==> src/sv/sam_pkg.sv <==
// Shared types and constants for the sprite attribute memory port.
package sam_pkg;

   localparam int DATA_W = 8;
   localparam int ATTR_DEPTH = 160;
   localparam int SPARE_DEPTH = 48;
   localparam int ATTR_AW = $clog2(ATTR_DEPTH);
   localparam int SPARE_AW = $clog2(SPARE_DEPTH);

   localparam logic [7:0] TAIL_SECOND = 8'hC0;
   localparam logic [7:0] TAIL_THIRD = 8'hE0;
   localparam logic [7:0] BYTE_ONES = 8'hFF;
   localparam logic [7:0] BYTE_ZERO = 8'h00;

   typedef enum logic [1:0] {
      CMD_CPU_READ = 2'd0,
      CMD_CPU_WRITE = 2'd1,
      CMD_PPU_READ = 2'd2,
      CMD_PPU_WRITE = 2'd3
   } command_type;

   typedef enum logic [1:0] {
      KIND_MONO = 2'd0,
      KIND_COLOR_D = 2'd1,
      KIND_COLOR_EARLY = 2'd2,
      KIND_COLOR_LATE = 2'd3
   } kind_type;

   typedef enum logic [2:0] {
      SEL_ZERO = 3'd0,
      SEL_ONES = 3'd1,
      SEL_ATTR = 3'd2,
      SEL_SPARE = 3'd3,
      SEL_NIBBLE = 3'd4
   } select_type;

   typedef struct packed {
      logic attr_we;
      logic [ATTR_AW-1:0] attr_addr;
      logic spare_we;
      logic [SPARE_AW-1:0] spare_addr;
      select_type sel;
   } access_type;

endpackage

==> src/sv/sprite_attribute_memory_port.sv <==
// Sprite attribute memory port: shared cpu/ppu window with revision-dependent tail.
// Result path: store read at accept, result register loaded when stage 1 advances.
// Throughput: one item per cycle unless stalled; stores read and write at accept.
// Reset: console kind returns to zero, all store valid bits clear so every byte
// reads as zero, and both pipeline stages empty; no clearing pass is needed.
module sprite_attribute_memory_port (
   input  logic       clock,
   input  logic       reset,
   input  logic       req_valid,
   output logic       req_ready,
   input  logic [1:0] req_command,
   input  logic [7:0] req_address,
   input  logic [7:0] req_write_data,
   input  logic       req_cpu_access_open,
   output logic       rsp_valid,
   input  logic       rsp_ready,
   output logic [7:0] rsp_read_data,
   input  logic       csr_write_enable,
   input  logic [1:0] csr_write_data
);
   import sam_pkg::*;

   kind_type          kind_ff;
   access_type        access;
   logic              accept;
   logic              s1_advance;
   logic              s1_valid_ff;
   logic              s1_valid_in;
   select_type        s1_sel_ff;
   logic [3:0]        s1_nibble_ff;
   logic              rsp_valid_ff;
   logic              rsp_valid_in;
   logic [7:0]        rsp_data_ff;
   logic [7:0]        rsp_data_in;
   logic [DATA_W-1:0] attr_rd;
   logic [DATA_W-1:0] spare_rd;

   always_ff @(posedge clock) begin
      if (reset) begin
         kind_ff <= KIND_MONO;
      end else if (csr_write_enable) begin
         kind_ff <= kind_type'(csr_write_data);
      end
   end

   sam_decode u_decode (
      .command         (command_type'(req_command)),
      .address         (req_address),
      .cpu_access_open (req_cpu_access_open),
      .console_kind    (kind_ff),
      .access          (access)
   );

   sam_store #(.DEPTH(ATTR_DEPTH)) u_attr (
      .clock   (clock),
      .reset   (reset),
      .wr_en   (accept && access.attr_we),
      .wr_addr (access.attr_addr),
      .wr_data (req_write_data),
      .rd_en   (accept),
      .rd_addr (access.attr_addr),
      .rd_data (attr_rd)
   );

   sam_store #(.DEPTH(SPARE_DEPTH)) u_spare (
      .clock   (clock),
      .reset   (reset),
      .wr_en   (accept && access.spare_we),
      .wr_addr (access.spare_addr),
      .wr_data (req_write_data),
      .rd_en   (accept),
      .rd_addr (access.spare_addr),
      .rd_data (spare_rd)
   );

   assign req_ready = !s1_valid_ff || !rsp_valid_ff || rsp_ready;
   assign accept = req_valid && req_ready;
   assign s1_advance = s1_valid_ff && (!rsp_valid_ff || rsp_ready);
   assign s1_valid_in = accept || (s1_valid_ff && !s1_advance);
   assign rsp_valid_in = s1_advance || (rsp_valid_ff && !rsp_ready);

   always_comb begin
      case (s1_sel_ff)
         SEL_ONES: rsp_data_in = BYTE_ONES;
         SEL_ATTR: rsp_data_in = attr_rd;
         SEL_SPARE: rsp_data_in = spare_rd;
         SEL_NIBBLE: rsp_data_in = {s1_nibble_ff, s1_nibble_ff};
         default: rsp_data_in = BYTE_ZERO;
      endcase
   end

   always_ff @(posedge clock) begin
      if (reset) begin
         s1_valid_ff <= 1'b0;
         rsp_valid_ff <= 1'b0;
      end else begin
         s1_valid_ff <= s1_valid_in;
         rsp_valid_ff <= rsp_valid_in;
      end
   end

   always_ff @(posedge clock) begin
      if (accept) begin
         s1_sel_ff <= access.sel;
         s1_nibble_ff <= req_address[7:4];
      end
      if (s1_advance) begin
         rsp_data_ff <= rsp_data_in;
      end
   end

   assign rsp_valid = rsp_valid_ff;
   assign rsp_read_data = rsp_data_ff;

endmodule

==> src/sv/sam_store.sv <==
// Byte store with per-entry valid bits; unwritten entries read as zero.
module sam_store #(
   parameter int DEPTH = 160
) (
   input  logic                     clock,
   input  logic                     reset,
   input  logic                     wr_en,
   input  logic [$clog2(DEPTH)-1:0] wr_addr,
   input  logic [sam_pkg::DATA_W-1:0] wr_data,
   input  logic                     rd_en,
   input  logic [$clog2(DEPTH)-1:0] rd_addr,
   output logic [sam_pkg::DATA_W-1:0] rd_data
);
   import sam_pkg::*;

   logic [DATA_W-1:0] mem_ff [DEPTH];
   logic [DEPTH-1:0]  valid_ff;
   logic [DATA_W-1:0] rd_data_ff;
   logic              rd_valid_ff;

   always_ff @(posedge clock) begin
      if (reset) begin
         valid_ff <= '0;
      end else if (wr_en) begin
         valid_ff[wr_addr] <= 1'b1;
      end
   end

   always_ff @(posedge clock) begin
      if (wr_en) begin
         mem_ff[wr_addr] <= wr_data;
      end
      if (rd_en) begin
         rd_data_ff <= mem_ff[rd_addr];
         rd_valid_ff <= valid_ff[rd_addr];
      end
   end

   assign rd_data = rd_valid_ff ? rd_data_ff : BYTE_ZERO;

endmodule

==> src/sv/sam_decode.sv <==
// Access decode: ownership, store selection, tail mapping and result source.
module sam_decode (
   input  sam_pkg::command_type command,
   input  logic [7:0]           address,
   input  logic                 cpu_access_open,
   input  sam_pkg::kind_type    console_kind,
   output sam_pkg::access_type  access
);
   import sam_pkg::*;

   logic                in_attr;
   logic                cpu_cmd;
   logic                is_write;
   logic                granted;
   logic                spare_hit;
   logic [SPARE_AW-1:0] spare_idx;

   assign in_attr = address < ATTR_AW'(ATTR_DEPTH);
   assign cpu_cmd = (command == CMD_CPU_READ) || (command == CMD_CPU_WRITE);
   assign is_write = (command == CMD_CPU_WRITE) || (command == CMD_PPU_WRITE);
   assign granted = cpu_cmd ? cpu_access_open : !cpu_access_open;

   always_comb begin
      spare_hit = 1'b0;
      spare_idx = '0;
      unique case (console_kind)
         KIND_COLOR_D: begin
            spare_hit = 1'b1;
            if (address < TAIL_SECOND) begin
               spare_idx = {1'b0, address[4:0]};
            end else begin
               spare_idx = {2'b10, address[3:0]};
            end
         end
         KIND_COLOR_EARLY: begin
            spare_hit = 1'b1;
            if (address < TAIL_SECOND) begin
               spare_idx = {3'b000, address[2:0]};
            end else if (address < TAIL_THIRD) begin
               spare_idx = {3'b001, address[2:0]};
            end else begin
               spare_idx = {3'b010, address[2:0]};
            end
         end
         KIND_MONO, KIND_COLOR_LATE: begin
            spare_hit = 1'b0;
         end
         default: begin
            spare_hit = 1'b0;
         end
      endcase
   end

   always_comb begin
      access.attr_we = granted && is_write && in_attr;
      access.attr_addr = in_attr ? address : '0;
      access.spare_we = cpu_cmd && granted && is_write && !in_attr && spare_hit;
      access.spare_addr = spare_idx;
      if (is_write) begin
         access.sel = SEL_ZERO;
      end else if (!granted) begin
         access.sel = SEL_ONES;
      end else if (in_attr) begin
         access.sel = SEL_ATTR;
      end else if (!cpu_cmd) begin
         access.sel = SEL_ZERO;
      end else if (console_kind == KIND_COLOR_LATE) begin
         access.sel = SEL_NIBBLE;
      end else if (spare_hit) begin
         access.sel = SEL_SPARE;
      end else begin
         access.sel = SEL_ZERO;
      end
   end

endmodule
==> config.mk <==
export PLATFORM = sky130hd
export DESIGN_NAME = sprite_attribute_memory_port
export DESIGN_NICKNAME = d
export VERILOG_FILES = /design/src/sv/sam_pkg.sv /design/src/sv/sprite_attribute_memory_port.sv /design/src/sv/sam_store.sv /design/src/sv/sam_decode.sv
export SDC_FILE = /design/constraint.sdc
export NUM_CORES = 2
export LEC_CHECK = 0
export BUFFER_PORTS_ARGS = -buffer_cell sky130_fd_sc_hd__buf_2
export CAP_MARGIN = 20
export CORE_ASPECT_RATIO = 1.5
export CORE_MARGIN = 8
export CORE_UTILIZATION = 40
export DETAILED_ROUTE_END_ITERATION = 7
export PLACE_DENSITY = 0.53
export SYNTH_ARGS = -nofsm -noshare
export SYNTH_HDL_FRONTEND = slang
export SYNTH_SLANG_ARGS = --single-unit
==> constraint.sdc <==
create_clock -name clock -period 6.4 [get_ports clock]
set_input_delay 0.32 -clock clock [delete_from_list [all_inputs] [get_ports clock]]
set_output_delay 0.32 -clock clock [all_outputs]
set_load 0.1 [all_outputs]
==> results.json <==
{
  "outcome": "finished clean",
  "crit_end": "u_spare.mem_ff[45][6]$_DFFE_PP_",
  "fin_nets": 5334,
  "dp.cells": 7562,
  "power_mw": 25.9,
  "regArea_um2": 55200,
  "finalSetupViolCount": 0,
  "yosysUniqueCellTypes": 81,
  "ant_nets": 0,
  "grt_max_degree": 155,
  "drive_gt1_share_pct": 11.2,
  "antenna_found_initial": 8,
  "dp_worst_setup_slack_ps": 1910,
  "cap_viol_max_count": 0,
  "hold_viol": 0,
  "hp-class": "in -> reg",
  "synth.area.top_cells": "edfxtp_1 67%, dfxtp_1 5.6%, mux2i_1 4.1%",
  "vias_per_cell": 5.99,
  "period_needed_ps": 4580,
  "start_util_pct": 40.2,
  "yosysSeqAreaShare_pct": 73.1,
  "tritoncts": "yes",
  "drv_slew": 0,
  "worst_slew_pin_slew_ps": 1300,
  "worstSetupEndpointType": "flip-flop",
  "r2r_end": "u_spare.mem_ff[45][6]$_DFFE_PP_",
  "instances_no_fill": 7919,
  "dp_hpwl_um": 162000,
  "tns_ps": 0,
  "reg2reg_slack_ps": 1820,
  "pin_count": 36,
  "final_area_um2": 84800,
  "synth_top_area_cell": "edfxtp_1",
  "hold_ws_ps": 47.8,
  "cts_sinks": 1909,
  "clock_latency_ps": 830,
  "core_um2": 188000,
  "synthFlopType": "edfxtp_1",
  "critPathArrivalTime_ps": 4990,
  "avgSynthCellArea_um2": 14.4,
  "finalCritPeriodShare_pct": 71.6,
  "swShare_pct": 22.8,
  "synth_top_area_share_pct": 67.5,
  "cts_root_buf": "clkbuf_16",
  "r2r_cells": 6,
  "vias": 47500,
  "power_frac_seq_pct": 52.5,
  "drt-total-wl_um": 257000,
  "syn_to_final_growth_pct": 12.3,
  "post_dp_cell_area_um2": 78800,
  "drc": 0,
  "layout_setup_ws_ps": 1820,
  "grt_pass1_wl_um": 359000,
  "startpoint": "kind_ff[0]$_SDFFE_PP0P_",
  "clk_pin_slew_ps": 60,
  "row_count": 195,
  "h-tree-depth": 4,
  "cts_resized": 0,
  "io_buffers": 35,
  "ys_ff_latch": 1909,
  "startpoint_type": "flip-flop",
  "peakVddDrop_v": 0.000189,
  "clock_path_buffers": 4,
  "grt_overflow": 0,
  "fillCellCount": 16800,
  "drtIter0Drc": 5285,
  "comb_power_share_pct": 6.0,
  "synthesis.nets": 5294,
  "grt_util_all_layers_pct": 24.5,
  "multi_input_area_um2": 18700,
  "power.internal_mw": 20.0,
  "synth_edf_count": 1697,
  "die_h_um": 548,
  "syn_area_um2": 75500,
  "yosysMostFrequentCell": "edfxtp_1",
  "powerDensity_nw_per_um2": 306,
  "post_cts_buffers": 0,
  "synth_cells": 5264,
  "crit_path_max_fanout": 10,
  "pwr-share-clk_pct": 41.5,
  "synthArstFlopShare_pct": 0,
  "die_area_um2": 203000,
  "place.gp.congestion": 0.925,
  "cp.required_ps": 6800,
  "timing.fmax_ghz": 0.218,
  "path_class": "reg -> reg",
  "power_switching_mw": 5.90,
  "die_w_um": 371,
  "grt_pass1_vias": 46800,
  "timing.rr.start": "kind_ff[0]$_SDFFE_PP0P_",
  "p_leak_nw": 27.4,
  "cts_buffers": 187,
  "final_util_pct": 45.1,
  "relSlewSlack_pct": 13.2,
  "avgRoutedWirePerCell_um": 32.4,
  "dr.pass1.iters": 7,
  "netlist_top_cells_count": "1697 x edfxtp_1, 749 x nor2_1, 350 x nand2_1, 308 x mux2i_1, 280 x a21oi_1",
  "finClkSkew_ps": 46.7,
  "rsz0062_at_grt": "no",
  "yosysWarningCount": 0
}
-- layout by cell type, fill, tap and decap left out, drive strengths merged, types with 122 or more instances in the layout --
cell,instances
dfxtp,212
nand2,350
clkbuf,280
mux2i,308
nor2,750
a21oi,280
o22ai,176
edfxtp,1697
buf,190
o21ai,122
-- layer usage --
metal,routed length [µm],GRT usage (%),vias up
met1,91500,28.0,24200
met2,127000,42.3,2152
met5,12,0,-
li1,-,-,20500
met3,16800,3.89,659
met4,20900,16.5,2
-- state kept, by name, indices dropped and copies added (netlist names) --
register,flops
u_attr.mem_ff,1280
u_spare.rd_data_ff,8
u_attr.rd_valid_ff,1
u_spare.rd_valid_ff,1
rsp_valid,1
u_attr.valid_ff,160
u_attr.rd_data_ff,8
rsp_read_data,8
u_spare.mem_ff,384
s1_nibble_ff,4
u_spare.valid_ff,48
s1_valid_ff,1
kind_ff,2
s1_sel_ff,3
-- kinds of logic (layout without fill, tap and decap cells) --
group / count (synthesis) / in the layout / share of synthesized area [%]
multiplexers: 406 / 406 / 5.88
adder cells (fa/ha/maj): 4 / 4 / 0.0662
buffers and inverters: 393 / 582 / 2.43
AO/OA/AOI/OAI: 1189 / 1189 / 10.9
other: 0 / 4 / 0
flip-flops: 1909 / 1909 / 73.1
AND/OR/NAND/NOR: 1363 / 1363 / 7.62
-- worst min path at each step --
stage / from / end / slack, ps / depth (start not counted)
2_1_floorplan: req_address[4] / s1_nibble_ff[0]$_DFFE_PP_ / 420 / 0
3_3_place_gp: u_attr.valid_ff[46]$_SDFFE_PP0P_ / u_attr.valid_ff[46]$_SDFFE_PP0P_ / 440 / 2
3_5_place_dp: u_attr.valid_ff[58]$_SDFFE_PP0P_ / u_attr.valid_ff[58]$_SDFFE_PP0P_ / 450 / 2
4_1_cts: req_address[4] / s1_nibble_ff[0]$_DFFE_PP_ / 20 / 1
5_1_grt: req_address[4] / s1_nibble_ff[0]$_DFFE_PP_ / 50 / 1
6_report: req_write_data[5] / u_attr.mem_ff[79][5]$_DFFE_PP_ / 50 / 1
-- power by group through the flow --
stage / Combinational (mW) / Sequential, mW / Clock, mW
detailed placement: 1.55 / 13.9 / 0
finish: 1.56 / 13.6 / 10.8
global route: 1.62 / 13.6 / 11.3
floorplan: 0.739 / 13.9 / 0
CTS: 1.56 / 13.6 / 10.9
global placement: 1.53 / 13.9 / 0
-- timing repair --
item,CTS,global route
hold buffers,14,0
hold endpoints to repair,26,0
endpoints found under the setup margin,0,0
-- layout make-up --
type	count	area share, %
tap	2462	3.63
timing repair buffer	212	2.16
sequential	1909	65.1
multi-input combinational	2962	22.1
clock inverter	66	0.624
clock buffer	272	6.28
antenna	4	0.0118
inverter	32	0.148
-- critical path, cell delays in order, from the launching register on --
cell and delay (ps):
dfxtp_1 380, inv_1 70, ha_1 530, nand4b_1 930
a21oi_1 930, nand2_1 430, nor2_1 880
Note: power is estimated with default switching activity, not from simulation.
